[src/hw/rtl/fsp_pkg.sv]
// Package for the fair share thread picker: sizes, operation and status codes,
// and the command and status structs shared by the controller and the datapath.
// No dependencies.
package fsp_pkg;

  localparam int SLOT_COUNT  = 16;
  localparam int TID_W       = 4;
  localparam int CNT_W       = 5;
  localparam int VT_W        = 64;
  localparam int STAMP_W     = 32;
  localparam int FUNC_W      = 2;
  localparam int STATUS_W    = 3;

  localparam logic [FUNC_W-1:0] FUNC_ADD    = 2'd0;
  localparam logic [FUNC_W-1:0] FUNC_REMOVE = 2'd1;
  localparam logic [FUNC_W-1:0] FUNC_YIELD  = 2'd2;
  localparam logic [FUNC_W-1:0] FUNC_SLEEP  = 2'd3;

  localparam logic [STATUS_W-1:0] ST_OK      = 3'd0;
  localparam logic [STATUS_W-1:0] ST_NONE    = 3'd1;
  localparam logic [STATUS_W-1:0] ST_ALREADY = 3'd2;
  localparam logic [STATUS_W-1:0] ST_NOTRUN  = 3'd3;
  localparam logic [STATUS_W-1:0] ST_BAD     = 3'd4;

  typedef struct packed {
    logic                latch;
    logic                rd_run;
    logic                rd_scan;
    logic [TID_W-1:0]    scan_idx;
    logic                scan_clr;
    logic                charge_wr;
    logic                charge_mark;
    logic                add_do;
    logic                rem_do;
    logic                take;
    logic                take_dec;
    logic                out_load;
    logic [STATUS_W-1:0] out_status;
  } cmd_t;

  typedef struct packed {
    logic [FUNC_W-1:0] func;
    logic              tid_bad;
    logic              tid_runnable;
    logic              found;
  } sts_t;

endpackage

[src/hw/rtl/fsp_if.sv]
// Channel interfaces for the fair share thread picker: request words in,
// result words out, each with valid and ready. Depends on fsp_pkg.
interface fsp_in_if;
  logic                          valid;
  logic                          ready;
  logic [fsp_pkg::FUNC_W-1:0]    func;
  logic [fsp_pkg::TID_W-1:0]     thread_id;
  logic [fsp_pkg::VT_W-1:0]      now_us;

  modport source (output valid, output func, output thread_id, output now_us, input ready);
  modport sink   (input valid, input func, input thread_id, input now_us, output ready);
endinterface

interface fsp_out_if;
  logic                          valid;
  logic                          ready;
  logic [fsp_pkg::TID_W-1:0]     next_thread;
  logic                          switch_needed;
  logic [fsp_pkg::STATUS_W-1:0]  status;
  logic [fsp_pkg::CNT_W-1:0]     thread_count;
  logic [fsp_pkg::VT_W-1:0]      picked_vruntime;

  modport source (output valid, output next_thread, output switch_needed, output status,
                  output thread_count, output picked_vruntime, input ready);
  modport sink   (input valid, input next_thread, input switch_needed, input status,
                  input thread_count, input picked_vruntime, output ready);
endinterface

[src/hw/rtl/fair_share_thread_picker_top.sv]
// Fair share thread picker: one request word in, one result word out.
// Request: func (add, remove, yield and pick, sleep and pick), thread_id, now_us.
// Result: next_thread, switch_needed, status, thread_count, picked_vruntime.
// Both channels use valid/ready; a word moves when both are high.
// Add and remove finish without a scan; yield and sleep also pick, and sleep
// skips the charge when it finds nothing runnable. The pick reads the vruntime
// and stamp memories one slot a cycle over all 16 slots, and the running thread
// is charged by a read through the scan's read port and a write back. The next
// request can be accepted at the edge at which the result can first be taken.
// One request is in work at a time; in_ready is high only between requests.
// A result waits in the output register while the next request is accepted;
// if the receiver stalls, that request finishes up to its result and holds
// until the register frees.
// Reset (rst_n low, synchronous) empties both channels and sets thread 0
// running, nothing runnable, all vruntimes, stamps and times zero.
// Depends on fsp_pkg, fsp_if, fsp_ctrl and fsp_dp.
module fair_share_thread_picker_top (
  input  logic       clk,
  input  logic       rst_n,
  fsp_in_if.sink     in_ch,
  fsp_out_if.source  out_ch
);

  fsp_pkg::cmd_t cmd;
  fsp_pkg::sts_t sts;
  logic          in_ready;
  logic          out_valid;

  fsp_ctrl u_ctrl (
    .clk       (clk),
    .rst_n     (rst_n),
    .in_valid  (in_ch.valid),
    .in_ready  (in_ready),
    .out_valid (out_valid),
    .out_ready (out_ch.ready),
    .sts       (sts),
    .cmd       (cmd)
  );

  fsp_dp u_dp (
    .clk                 (clk),
    .rst_n               (rst_n),
    .cmd                 (cmd),
    .sts                 (sts),
    .in_func             (in_ch.func),
    .in_tid              (in_ch.thread_id),
    .in_now              (in_ch.now_us),
    .out_next_thread     (out_ch.next_thread),
    .out_switch_needed   (out_ch.switch_needed),
    .out_status          (out_ch.status),
    .out_thread_count    (out_ch.thread_count),
    .out_picked_vruntime (out_ch.picked_vruntime)
  );

  assign in_ch.ready  = in_ready;
  assign out_ch.valid = out_valid;

endmodule

[src/hw/rtl/fsp_dp.sv]
// Datapath of the fair share thread picker: vruntime and stamp memories,
// runnable marks, scheduler registers, minimum scan and result register.
// Depends on fsp_pkg; driven by fsp_ctrl through fsp_pkg::cmd_t.
module fsp_dp (
  input  logic                           clk,
  input  logic                           rst_n,
  input  fsp_pkg::cmd_t                  cmd,
  output fsp_pkg::sts_t                  sts,
  input  logic [fsp_pkg::FUNC_W-1:0]     in_func,
  input  logic [fsp_pkg::TID_W-1:0]      in_tid,
  input  logic [fsp_pkg::VT_W-1:0]       in_now,
  output logic [fsp_pkg::TID_W-1:0]      out_next_thread,
  output logic                           out_switch_needed,
  output logic [fsp_pkg::STATUS_W-1:0]   out_status,
  output logic [fsp_pkg::CNT_W-1:0]      out_thread_count,
  output logic [fsp_pkg::VT_W-1:0]       out_picked_vruntime
);

  logic [fsp_pkg::VT_W-1:0]        vt_mem [fsp_pkg::SLOT_COUNT];
  logic [fsp_pkg::STAMP_W-1:0]     st_mem [fsp_pkg::SLOT_COUNT];
  logic [fsp_pkg::SLOT_COUNT-1:0]  mem_ok_r;
  logic [fsp_pkg::SLOT_COUNT-1:0]  runnable_r;

  logic [fsp_pkg::FUNC_W-1:0]  func_r;
  logic [fsp_pkg::TID_W-1:0]   tid_r;
  logic [fsp_pkg::VT_W-1:0]    now_r;
  logic [fsp_pkg::VT_W-1:0]    delta_r;
  logic [fsp_pkg::TID_W-1:0]   prev_run_r;

  logic [fsp_pkg::TID_W-1:0]   running_r;
  logic [fsp_pkg::VT_W-1:0]    min_r;
  logic [fsp_pkg::VT_W-1:0]    start_r;
  logic [fsp_pkg::CNT_W-1:0]   live_r;
  logic [fsp_pkg::STAMP_W-1:0] stamp_cnt_r;

  logic [fsp_pkg::VT_W-1:0]    rd_vt_r;
  logic [fsp_pkg::STAMP_W-1:0] rd_st_r;
  logic                        rd_ok_r;
  logic                        cmp_vld_r;
  logic [fsp_pkg::TID_W-1:0]   cmp_idx_r;

  logic                        found_r;
  logic [fsp_pkg::TID_W-1:0]   best_idx_r;
  logic [fsp_pkg::VT_W-1:0]    best_vt_r;
  logic [fsp_pkg::STAMP_W-1:0] best_st_r;

  logic [fsp_pkg::TID_W-1:0]    out_next_r;
  logic                         out_sw_r;
  logic [fsp_pkg::STATUS_W-1:0] out_status_r;
  logic [fsp_pkg::CNT_W-1:0]    out_count_r;
  logic [fsp_pkg::VT_W-1:0]     out_vt_r;

  logic [fsp_pkg::VT_W-1:0]    rd_vt_eff;
  logic [fsp_pkg::STAMP_W-1:0] rd_st_eff;
  logic                        rd_en;
  logic [fsp_pkg::TID_W-1:0]   raddr;
  logic                        wr_en;
  logic [fsp_pkg::TID_W-1:0]   waddr;
  logic [fsp_pkg::VT_W-1:0]    wvt;
  logic [fsp_pkg::STAMP_W-1:0] wst;
  logic                        better;

  assign rd_vt_eff = rd_ok_r ? rd_vt_r : '0;
  assign rd_st_eff = rd_ok_r ? rd_st_r : '0;

  assign rd_en = cmd.rd_run | cmd.rd_scan;
  assign raddr = cmd.rd_run ? running_r : cmd.scan_idx;
  assign wr_en = cmd.charge_wr | cmd.add_do;
  assign waddr = cmd.add_do ? tid_r : running_r;
  assign wvt   = cmd.add_do ? min_r : rd_vt_eff + delta_r;
  assign wst   = (cmd.add_do | cmd.charge_mark) ? stamp_cnt_r : rd_st_eff;

  assign better = cmp_vld_r && runnable_r[cmp_idx_r] &&
                  (!found_r || (rd_vt_eff < best_vt_r) ||
                   ((rd_vt_eff == best_vt_r) && (rd_st_eff < best_st_r)));

  assign sts.func         = func_r;
  assign sts.tid_bad      = ({1'b0, tid_r} >= fsp_pkg::CNT_W'(fsp_pkg::SLOT_COUNT)) ||
                            (tid_r == running_r);
  assign sts.tid_runnable = runnable_r[tid_r];
  assign sts.found        = found_r;

  always_ff @(posedge clk) begin
    if (wr_en) begin
      vt_mem[waddr] <= wvt;
      st_mem[waddr] <= wst;
    end
    if (rd_en) begin
      rd_vt_r <= vt_mem[raddr];
      rd_st_r <= st_mem[raddr];
      rd_ok_r <= mem_ok_r[raddr];
    end
  end

  always_ff @(posedge clk) begin
    if (cmd.latch) begin
      func_r     <= in_func;
      tid_r      <= in_tid;
      now_r      <= in_now;
      delta_r    <= in_now - start_r;
      prev_run_r <= running_r;
    end
    cmp_idx_r <= cmd.scan_idx;
    if (better) begin
      best_idx_r <= cmp_idx_r;
      best_vt_r  <= rd_vt_eff;
      best_st_r  <= rd_st_eff;
    end
    if (cmd.out_load) begin
      out_next_r   <= running_r;
      out_sw_r     <= (running_r != prev_run_r);
      out_status_r <= cmd.out_status;
      out_count_r  <= live_r;
      out_vt_r     <= min_r;
    end
  end

  always_ff @(posedge clk) begin
    if (!rst_n) begin
      mem_ok_r    <= '0;
      runnable_r  <= '0;
      running_r   <= '0;
      min_r       <= '0;
      start_r     <= '0;
      live_r      <= fsp_pkg::CNT_W'(1);
      stamp_cnt_r <= '0;
      cmp_vld_r   <= 1'b0;
      found_r     <= 1'b0;
    end else begin
      cmp_vld_r <= cmd.rd_scan;
      if (wr_en) begin
        mem_ok_r[waddr] <= 1'b1;
      end
      if (cmd.scan_clr) begin
        found_r <= 1'b0;
      end else if (better) begin
        found_r <= 1'b1;
      end
      if (cmd.add_do) begin
        runnable_r[tid_r] <= 1'b1;
        live_r            <= live_r + fsp_pkg::CNT_W'(1);
        stamp_cnt_r       <= stamp_cnt_r + fsp_pkg::STAMP_W'(1);
      end
      if (cmd.rem_do) begin
        runnable_r[tid_r] <= 1'b0;
        live_r            <= live_r - fsp_pkg::CNT_W'(1);
      end
      if (cmd.charge_wr && cmd.charge_mark) begin
        runnable_r[running_r] <= 1'b1;
        stamp_cnt_r           <= stamp_cnt_r + fsp_pkg::STAMP_W'(1);
      end
      if (cmd.take) begin
        runnable_r[best_idx_r] <= 1'b0;
        running_r              <= best_idx_r;
        min_r                  <= best_vt_r;
        start_r                <= now_r;
        if (cmd.take_dec) begin
          live_r <= live_r - fsp_pkg::CNT_W'(1);
        end
      end
    end
  end

  assign out_next_thread     = out_next_r;
  assign out_switch_needed   = out_sw_r;
  assign out_status          = out_status_r;
  assign out_thread_count    = out_count_r;
  assign out_picked_vruntime = out_vt_r;

`ifndef SYNTH
  a_take_found: assert property (@(posedge clk) disable iff (!rst_n)
    cmd.take |-> found_r)
    else $error("take without a runnable winner");
  a_take_clears: assert property (@(posedge clk) disable iff (!rst_n)
    cmd.take |=> !runnable_r[running_r])
    else $error("running thread still marked runnable");
  a_live_count: assert property (@(posedge clk) disable iff (!rst_n)
    cmd.out_load |-> (32'(live_r) == $countones(runnable_r) + 1))
    else $error("live count out of step with runnable marks");
`endif

endmodule

[src/hw/rtl/fsp_ctrl.sv]
// Controller of the fair share thread picker: sequences add, remove, charge,
// minimum scan, take and result hand-off. Depends on fsp_pkg; drives fsp_dp.
module fsp_ctrl (
  input  logic          clk,
  input  logic          rst_n,
  input  logic          in_valid,
  output logic          in_ready,
  output logic          out_valid,
  input  logic          out_ready,
  input  fsp_pkg::sts_t sts,
  output fsp_pkg::cmd_t cmd
);

  localparam logic [3:0] S_IDLE     = 4'd0;
  localparam logic [3:0] S_DISPATCH = 4'd1;
  localparam logic [3:0] S_CHARGE   = 4'd2;
  localparam logic [3:0] S_SCAN     = 4'd3;
  localparam logic [3:0] S_SCAN_END = 4'd4;
  localparam logic [3:0] S_POST     = 4'd5;
  localparam logic [3:0] S_TAKE     = 4'd6;
  localparam logic [3:0] S_DONE     = 4'd7;

  logic [3:0]                     state_r, state_nxt;
  logic [fsp_pkg::TID_W-1:0]      cnt_r, cnt_nxt;
  logic [fsp_pkg::STATUS_W-1:0]   status_r, status_nxt;
  logic                           out_valid_r, out_valid_nxt;
  logic                           is_yield;

  assign is_yield  = (sts.func == fsp_pkg::FUNC_YIELD);
  assign in_ready  = (state_r == S_IDLE);
  assign out_valid = out_valid_r;

  always_comb begin
    state_nxt      = state_r;
    cnt_nxt        = cnt_r;
    status_nxt     = status_r;
    out_valid_nxt  = out_valid_r && !out_ready;
    cmd            = '0;
    cmd.scan_idx   = cnt_r;
    cmd.out_status = status_r;
    case (state_r)
      S_IDLE: begin
        if (in_valid) begin
          cmd.latch = 1'b1;
          state_nxt = S_DISPATCH;
        end
      end
      S_DISPATCH: begin
        case (sts.func)
          fsp_pkg::FUNC_ADD: begin
            if (sts.tid_bad) begin
              status_nxt = fsp_pkg::ST_BAD;
            end else if (sts.tid_runnable) begin
              status_nxt = fsp_pkg::ST_ALREADY;
            end else begin
              status_nxt = fsp_pkg::ST_OK;
              cmd.add_do = 1'b1;
            end
            state_nxt = S_DONE;
          end
          fsp_pkg::FUNC_REMOVE: begin
            if (sts.tid_bad) begin
              status_nxt = fsp_pkg::ST_BAD;
            end else if (!sts.tid_runnable) begin
              status_nxt = fsp_pkg::ST_NOTRUN;
            end else begin
              status_nxt = fsp_pkg::ST_OK;
              cmd.rem_do = 1'b1;
            end
            state_nxt = S_DONE;
          end
          fsp_pkg::FUNC_YIELD: begin
            status_nxt = fsp_pkg::ST_OK;
            cmd.rd_run = 1'b1;
            state_nxt  = S_CHARGE;
          end
          default: begin
            status_nxt = fsp_pkg::ST_OK;
            cnt_nxt    = '0;
            state_nxt  = S_SCAN;
          end
        endcase
      end
      S_CHARGE: begin
        cmd.charge_wr   = 1'b1;
        cmd.charge_mark = is_yield;
        if (is_yield) begin
          cnt_nxt   = '0;
          state_nxt = S_SCAN;
        end else begin
          state_nxt = S_TAKE;
        end
      end
      S_SCAN: begin
        cmd.rd_scan  = 1'b1;
        cmd.scan_clr = (cnt_r == '0);
        cnt_nxt      = cnt_r + fsp_pkg::TID_W'(1);
        if (cnt_r == fsp_pkg::TID_W'(fsp_pkg::SLOT_COUNT - 1)) begin
          state_nxt = S_SCAN_END;
        end
      end
      S_SCAN_END: begin
        state_nxt = S_POST;
      end
      S_POST: begin
        if (is_yield) begin
          state_nxt = S_TAKE;
        end else if (!sts.found) begin
          status_nxt = fsp_pkg::ST_NONE;
          state_nxt  = S_DONE;
        end else begin
          cmd.rd_run = 1'b1;
          state_nxt  = S_CHARGE;
        end
      end
      S_TAKE: begin
        cmd.take     = 1'b1;
        cmd.take_dec = !is_yield;
        state_nxt    = S_DONE;
      end
      S_DONE: begin
        if (!out_valid_r || out_ready) begin
          cmd.out_load  = 1'b1;
          out_valid_nxt = 1'b1;
          state_nxt     = S_IDLE;
        end
      end
      default: begin
        state_nxt = S_IDLE;
      end
    endcase
  end

  always_ff @(posedge clk) begin
    if (!rst_n) begin
      state_r     <= S_IDLE;
      cnt_r       <= '0;
      status_r    <= fsp_pkg::ST_OK;
      out_valid_r <= 1'b0;
    end else begin
      state_r     <= state_nxt;
      cnt_r       <= cnt_nxt;
      status_r    <= status_nxt;
      out_valid_r <= out_valid_nxt;
    end
  end

`ifndef SYNTH
  a_no_overwrite: assert property (@(posedge clk) disable iff (!rst_n)
    cmd.out_load |-> (!out_valid_r || out_ready))
    else $error("result word overwritten before it was taken");
  a_done_delivers: assert property (@(posedge clk) disable iff (!rst_n)
    (state_r == S_DONE) && !out_valid_r |=> out_valid_r && (state_r == S_IDLE))
    else $error("finished operation did not present its result");
`endif

endmodule
[src/flat_wrapper.sv]
// flat-port wrapper written by rule: the top's interface ports become plain ports
module fair_share_thread_picker_top_flat 
  (clk, rst_n, in_ch_valid, in_ch_func, in_ch_thread_id, in_ch_now_us, in_ch_ready, out_ch_valid, out_ch_next_thread, out_ch_switch_needed, out_ch_status, out_ch_thread_count, out_ch_picked_vruntime, out_ch_ready);
  fsp_in_if in_ch_i ();
  fsp_out_if out_ch_i ();
  input  logic clk;
  input  logic rst_n;
  input wire logic [$bits(in_ch_i.valid)-1:0] in_ch_valid;
  input wire logic [$bits(in_ch_i.func)-1:0] in_ch_func;
  input wire logic [$bits(in_ch_i.thread_id)-1:0] in_ch_thread_id;
  input wire logic [$bits(in_ch_i.now_us)-1:0] in_ch_now_us;
  output wire logic [$bits(in_ch_i.ready)-1:0] in_ch_ready;
  output wire logic [$bits(out_ch_i.valid)-1:0] out_ch_valid;
  output wire logic [$bits(out_ch_i.next_thread)-1:0] out_ch_next_thread;
  output wire logic [$bits(out_ch_i.switch_needed)-1:0] out_ch_switch_needed;
  output wire logic [$bits(out_ch_i.status)-1:0] out_ch_status;
  output wire logic [$bits(out_ch_i.thread_count)-1:0] out_ch_thread_count;
  output wire logic [$bits(out_ch_i.picked_vruntime)-1:0] out_ch_picked_vruntime;
  input wire logic [$bits(out_ch_i.ready)-1:0] out_ch_ready;
  assign in_ch_i.valid = in_ch_valid;
  assign in_ch_i.func = in_ch_func;
  assign in_ch_i.thread_id = in_ch_thread_id;
  assign in_ch_i.now_us = in_ch_now_us;
  assign in_ch_ready = in_ch_i.ready;
  assign out_ch_valid = out_ch_i.valid;
  assign out_ch_next_thread = out_ch_i.next_thread;
  assign out_ch_switch_needed = out_ch_i.switch_needed;
  assign out_ch_status = out_ch_i.status;
  assign out_ch_thread_count = out_ch_i.thread_count;
  assign out_ch_picked_vruntime = out_ch_i.picked_vruntime;
  assign out_ch_i.ready = out_ch_ready;
  fair_share_thread_picker_top u_core (.clk(clk), .rst_n(rst_n), .in_ch(in_ch_i), .out_ch(out_ch_i));
endmodule
[config.mk]
export PLATFORM = sky130hd
export DESIGN_NAME = fair_share_thread_picker_top_flat
export DESIGN_NICKNAME = d
export VERILOG_FILES = /design/src/hw/rtl/fsp_pkg.sv /design/src/hw/rtl/fsp_if.sv /design/src/hw/rtl/fair_share_thread_picker_top.sv /design/src/hw/rtl/fsp_dp.sv /design/src/hw/rtl/fsp_ctrl.sv /design/src/flat_wrapper.sv
export SDC_FILE = /design/constraint.sdc
export NUM_CORES = 2
export LEC_CHECK = 0
export BUFFER_PORTS_ARGS = -buffer_cell sky130_fd_sc_hd__clkbuf_2
export CAP_MARGIN = 25
export CORE_MARGIN = 4
export CORE_UTILIZATION = 63
export DETAILED_ROUTE_END_ITERATION = 12
export PLACE_DENSITY = 0.86
export SLEW_MARGIN = 20
export SYNTH_ARGS = -nofsm -noshare
export SYNTH_HDL_FRONTEND = slang
export SYNTH_SLANG_ARGS = --single-unit
[constraint.sdc]
create_clock -name clk -period 15.8 [get_ports clk]
set_clock_uncertainty 0.1 [all_clocks]
set_input_delay 2.37 -clock clk [delete_from_list [all_inputs] [get_ports clk]]
set_output_delay 2.37 -clock clk [all_outputs]
set_load 0.005 [all_outputs]
---- After elaboration in Yosys (flattened, before gate mapping) ----
Memories as Yosys holds them, arrays and structs flattened. A register that Yosys moved wholly into a read port is not among the register bits.
Index checks and enable logic that the tools add are counted.
storage, ports and cells
  memories ................................ 2
  bits in writable memories ............... 1536
  register bits after elaboration ......... 535
  input bits .............................. 74
  output and inout port bits .............. 79
memory list
  name                depth  width  rd ports  clocked after memory_dff  wr ports  line          RTL
  u_core.u_dp.vt_mem  16     64     1         1                         1         fsp_dp.sv:19  logic [fsp_pkg::VT_W-1:0] vt_mem [fsp_pkg::SLOT_COUNT];
  u_core.u_dp.st_mem  16     32     1         1                         1         fsp_dp.sv:20  logic [fsp_pkg::STAMP_W-1:0] st_mem [fsp_pkg::SLOT_COUNT];
cells by class
  $add $sub $neg .......................... 6
  bitwise logic cells ..................... 11
  reduce and logical (&&, ||, !) cells .... 28
  magnitude comparators ................... 12
  mux-type cells .......................... 75
  equality and inequality tests ........... 20
operator list
  cell                     count
  $mux W32                 4
  $mux W64                 2
  $mux W16                 7
  $add A64 B64 Y64         1
  $eq A64 B64 Y1           1
  $lt A64 B64 Y1           1
  $sub A64 B64 Y64         1
  $or A16 B16 Y16          3
  $add A32 B1 Y32 const B  1
  $and A16 B16 Y16         2
  $lt A32 B32 Y1           1
  $mux W4                  8
  $not A16 Y16             2
  $pmux W4 S8              1
  $lt A4 B5 Y1 const B     6
  $mux W1                  26
  $mux W5                  4
  $mux W3                  6
  $pmux W3 S2              3
  $demux W1 S4             4
  $eq A4 B3 Y1 const B     4
  $ge A4 B1 Y1 const B     4
  $ne A2 B2 Y1 const B     7
  $bmux W1 S4              3
  other kinds (25)         50

---- Longest topological paths before layout ----
  word-level depth ........................ 16
  depth in mapped cells ................... 17
  mapped depth without buffers ............ 14

---- Hierarchy ----
Synthesis repeated with hierarchy kept, for this count alone.
second synthesis, totals
  cell total of the unflattened synthesis .. 5722
  area, all modules ....................... 91744.2 sq um
by module, submodules not included
  module    sequential area each (sq um)  cells each  area an instance (sq um)  times used
  fsp_dp    62640.1                       5623        90943.5                   1
  fsp_ctrl  220.2                         99          800.8                     1

---- Worst setup path after synthesis ----
Ideal clock, no wire load.
  path kind ............................... flip-flop to flip-flop
  from .................................... register u_core.u_dp.rd_ok_r
  to ...................................... register u_core.u_dp.best_idx_r[0] (netlist name), enable pin
  buffers on the path ..................... 3
  setup slack ............................. 5.033 ns
  data required time ...................... 14.994 ns
  period minus slack after synthesis ...... 10.767 ns
  cell stages (with the launch flop) ...... 16
  data arrival time ....................... 9.961 ns
  cell sequence ........................... edfxtp_1 > clkbuf_1 > clkbuf_1 > clkbuf_1 > and2_1 > ha_1 > a21o_1 > a21o_1 > a21o_1 > a21o_1 > a21o_1 > a21oi_1 > nor2b_1 > o21ai_0 > o2111ai_1 > o31ai_1
between the ends
  word-level cells in the longest chain between the ends .. 5
  elaborated cells on any way between the ends .. 9
  classes of those cells .................. order compare: 2; eq/ne: 1; mux: 2; reduce/logical: 4
ends and longest elaborated chain
  element                                                    line                        RTL
  start, declared                                            fsp_dp.sv:38                logic rd_ok_r;
  start signal, assigned                                     fsp_dp.sv:91                rd_ok_r <= mem_ok_r[raddr];
  $mux W64 (*)                                               fsp_dp.sv:63                assign rd_vt_eff = rd_ok_r ? rd_vt_r : '0;
  net u_core.u_dp.rd_vt_eff, one bit                         fsp_dp.sv:53                logic [fsp_pkg::VT_W-1:0] rd_vt_eff;
  $lt A64 B64 Y1 or $eq A64 B64 Y1 (tied branches)           fsp_dp.sv:74, fsp_dp.sv:75
  $logic_or A1 B1 Y1 or $logic_and A1 B1 Y1 (tied branches)  fsp_dp.sv:74, fsp_dp.sv:75
  $logic_or A1 B1 Y1 (*)                                     fsp_dp.sv:74                (!found_r || (rd_vt_eff < best_vt_r) ||
  $logic_and A1 B1 Y1 (*)                                    fsp_dp.sv:73                assign better = cmp_vld_r && runnable_r[cmp_idx_r] &&
  net u_core.u_dp.better                                     fsp_dp.sv:61                logic better;
  end signal, assigned                                       fsp_dp.sv:105               best_idx_r <= cmp_idx_r;
  end, declared                                              fsp_dp.sv:43                logic [fsp_pkg::TID_W-1:0] best_idx_r;
Mark *: on every way through the listed nets, which the timed path passes. The rest lies on a longest branch.
A chain may end at the register's enable or synchronous reset.

---- Final worst setup path ----
  from .................................... register u_core.u_dp.tid_r[0] (netlist name)
  to ...................................... memory u_core.u_dp.vt_mem[12][52] (netlist name), enable pin
between the ends
  word-level cells in the longest chain between the ends .. 9
  elaborated cells on any way between the ends .. 11
  classes of those cells .................. eq/ne: 1; mux: 9; bitwise: 1
ends and longest elaborated chain
  element                        line            RTL
  start, declared                fsp_dp.sv:25    logic [fsp_pkg::TID_W-1:0] tid_r;
  start signal, assigned         fsp_dp.sv:98    tid_r <= in_tid;
  $bmux W1 S4                    fsp_dp.sv:80    assign sts.tid_runnable = runnable_r[tid_r];
  $mux W1 (not written as such)  fsp_dp.sv:80
  $mux W1                        fsp_ctrl.sv:53  end else if (sts.tid_runnable) begin
  $mux W1                        fsp_ctrl.sv:51  if (sts.tid_bad) begin
  $mux W1                        fsp_ctrl.sv:49  case (sts.func)
  $mux W2                        fsp_ctrl.sv:41  case (state_r)
  $or A1 B1 Y1                   fsp_dp.sv:68    assign wr_en = cmd.charge_wr | cmd.add_do;
  $mux W1                        fsp_dp.sv:84    if (wr_en) begin
  $mux W1 (not written as such)  fsp_dp.sv:85    vt_mem[waddr] <= wvt;
  end, declared                  fsp_dp.sv:19
Several ways; a longest one is shown, not always the timed one. The select of a mux whose other input is x is not followed.

==> results by group <==
Synthesis
  – Post-synth EDFFs: slightly below 2000
  – Largest family of logic cells by synthesized area: multiplexers
  – Synthesized area: between 90000 and 100000 µm²
  – Adder-Cell Fraction of Synth Area: 0.0313
  – Yosys cell types: 79
  – Mux cell area share after synthesis: 0.103
  – Syn nets: between 6000 and 7000
  – Ys Warns: 0
  – Simple-gate share of the synthesized area: 0.0673
  – Compound-Gate Fraction of Synth Area: 0.0728
  – Post-synthesis register bit count: 2166
  – Synth area leaders: edfxtp_1, mux4_2, dfxtp_1
  – Count leader, synth: edfxtp_1
  – Post-synthesis instance total: between 5000 and 6000
  – Synth cell count leaders: edfxtp_1, nand2_1, mux4_2
  – Synth top area share: 0.641
  – Async set-reset flop share out of synthesis: 0
  – Fraction of the yosys area taken by sequential cells: 0.689
  – Xor/xnor share of the synthesized area: 0.0150
  – Largest area contributor in the netlist: edfxtp_1
  – Synth Flop Type: edfxtp_1
  – Synth Area per Inst: around 16 µm²

Clocking
  – Post-CTS Hold Buffers: 0
  – Postcts setup bufs: 0
  – Worst skew pair latency: 0.85 ns
  – Clock transition at path regs: 0.06 ns
  – Clock Path Buffers: 3
  – Resized cells post-CTS: 0
  – CTS tree: done
  – H-tree Lvls: 4
  – TritonCTS Buffers: 206
  – Clock Tree Root: clkbuf_16
  – Sink Count: approximately 2200

Finish
  – Share of layout cells above drive strength 1: 0.174
  – Fill count: a little over 8000
  – FF+latch area: 62900 µm²
  – Fin cells: a little over 8000
  – Syn-to-layout area delta: 11.1%
  – Nets: 6291
  – Area of the multi-input gates: 26700 µm²

Routing
  – Met2 WL: 118000 µm
  – Drt total wl: 246000 µm
  – Met3 routed WL: 30600 µm
  – First-pass DRT Iterations: 9
  – Iter 0 DRT Violations: 8596
  – Per-cell routed wire length: 30.5 µm
  – Antenna Nets Post-Route: 0
  – Met1 WL: 83600 µm
  – DRC viols: 0
  – DR vias/cell: 6.92
  – Vias: 55830
  – Highest Signal Layer: met4

Placed design
  – HPWL Detailed: 128000 µm
  – Placed Cells: 7679
  – Port Buffers: 152
  – Placer congestion estimate: about 0.93
  – Dpl ws: 9.02 ns

Critical path
  – Crit path DAT: a little under 7 ns
  – CP max FO: 38
  – Critical path type: register to register
  – Crit start category: register
  – CP Data Required Time: 16.16 ns
  – Setup crit end kind: register

Floorplanning
  – Die area: 151000 µm²
  – Ports: 153
  – Core ar.: roughly 140000 µm²
  – Die Ht: 388 µm
  – Die Wd: 388 µm
  – Cell Rows: 139
  – Initial Util: 0.635

Timing
  – Minimum clock period: between 6 and 7 ns
  – Fin Setup TNS: 0 ns
  – Post-route worst setup slack: 9.34 ns
  – Least-Margin Pin Slew: 1.13 ns
  – Final hold viol count: 0
  – # setup viols final: 0
  – Max Clock Freq: 155 MHz
  – Final period util: 0.409
  – Fin. max-slew vios: 0
  – Slew Limit Headroom: 0.247
  – WHS: 0.309 ns
  – RSZ-0062 raised after global routing: no

Global route
  – Largest net degree at the start of global routing: 150
  – Total gr overflow: 0
  – First-pass GRT wire length: between 300000 and 400000 µm
  – Number of global-route vias before repair: around 57000
  – All-Layer GR Usage: 0.326
  – Initial antenna violation count: 1

Pwr
  – Power Density: 142 nW/µm²
  – LEAKAGE: 34.3 nW
  – PnR Total Power: between 10 and 15 mW
  – Max VDD drop: 105 µV

Outcome
  – Status: complete, no violations

Hold path
  – Min-Delay Path Class: register to register

Run
  – Max-cap viol count: 0
[cell families (layout without fill, tap and decap cells)]
logic type	Yosys count	count (layout)
flops	2166	2166
simple gates	1293	1293
buf+inv	485	871
mux	440	440
other cells	0	1
fa+ha+maj	227	227
compound gates	1008	1008
xor+xnor	156	156
[area by class of cell]
cell class	count	share of cell area
antenna	1	0.0000247
clock buffer	277	0.0557
clock inverter	101	0.00959
inverter	208	0.00770
multi-input combinational	3124	0.263
sequential	2166	0.620
tap	1903	0.0235
timing repair buffer	285	0.0198
[path summary, 6_finish.rpt]
| kind | start | endpoint | slack (ns) | cells after the start |
|---|---|---|---|---|
| setup / recovery | u_core.u_dp.tid_r[0]$_DFFE_PP_ | u_core.u_dp.vt_mem[12][52]$_DFFE_PP_ | 9.34 | 9 |
| hold / removal | u_core.u_ctrl.cnt_r[0]$_SDFFE_PN0P_ | u_core.u_dp.cmp_idx_r[0]$_DFF_P_ | 0.31 | 0 |
| setup reg to reg | u_core.u_dp.tid_r[0]$_DFFE_PP_ | u_core.u_dp.vt_mem[12][52]$_DFFE_PP_ | 9.34 | 9 |
| hold reg to reg | u_core.u_ctrl.cnt_r[0]$_SDFFE_PN0P_ | u_core.u_dp.cmp_idx_r[0]$_DFF_P_ | 0.31 | 0 |
[state kept, by name, indices dropped and copies added (netlist names), 5 cells and up]
| signal | count |
|---|---|
| u_core.u_dp.vt_mem | 1024 |
| u_core.u_dp.st_mem | 512 |
| u_core.u_dp.best_vt_r | 64 |
| u_core.u_dp.delta_r | 64 |
| u_core.u_dp.min_r | 64 |
| u_core.u_dp.now_r | 64 |
| u_core.u_dp.out_picked_vruntime | 64 |
| u_core.u_dp.rd_vt_r | 64 |
| u_core.u_dp.start_r | 64 |
| u_core.u_dp.best_st_r | 32 |
| u_core.u_dp.rd_st_r | 32 |
| u_core.u_dp.stamp_cnt_r | 32 |
| u_core.u_dp.mem_ok_r | 16 |
| u_core.u_dp.runnable_r | 16 |
| u_core.u_dp.live_r | 5 |
| u_core.u_dp.out_thread_count | 5 |
[routing by layer]
metal / track usage / up-vias
met1: 0.428 / 27527
met3: 0.0727 / 940
met5: 0 / -
met2: 0.518 / 4678
li1: - / 22685
met4: 0.169 / 0
[layout by cell type (no fill, tap or decap), types with 14 or more instances in the layout]
master,synthesis,routed
a31oi_1,117,117
a21oi_1,206,205
mux2_2,37,36
nand2b_1,27,26
nor3_1,27,27
and3_1,22,22
buf_4,3,114
inv_1,208,208
edfxtp_1,1948,1948
nand3_1,45,45
o21a_1,31,31
o21bai_1,19,19
nor2_4,1,18
clkinv_1,0,36
mux4_2,398,398
nor2_1,116,99
clkinv_2,0,31
nand2_1,669,669
nand4_1,48,48
xnor2_1,103,103
bufinv_16,0,17
clkbuf_2,0,151
a21boi_0,140,140
a211oi_1,104,104
a21o_1,115,115
o21ai_0,146,144
dfxtp_1,218,218
clkbuf_16,0,210
and2_1,234,233
clkbuf_1,183,53
xor2_1,53,53
ha_1,224,224
nor2b_1,43,42
o31ai_1,17,16
clkbuf_8,0,14
[worst max-delay path: stages, from the launching register on]
cell and delay, ns:
edfxtp_1 0.79, mux4_2 0.59, mux4_2 0.61, or3_1 0.71, nor3_1 0.64, a21oi_1 0.37, nor2_4 0.50, buf_12 0.26
buf_4 0.65, buf_4 0.74
[stage by stage]
stage	utilization	area, µm²
global placement	0.658	94500
detailed placement	0.658	94600
floorplan	-	91200
CTS	0.704	101000
finish	0.705	101000
global route	0.705	101000
[report_power, final]
part	switching, mW	internal (mW)
combinational	1.55	0.740
sequential	0.116	7.06
clock	2.15	2.78
total	3.82	10.6
Note: power is estimated with default switching activity, not from simulation.
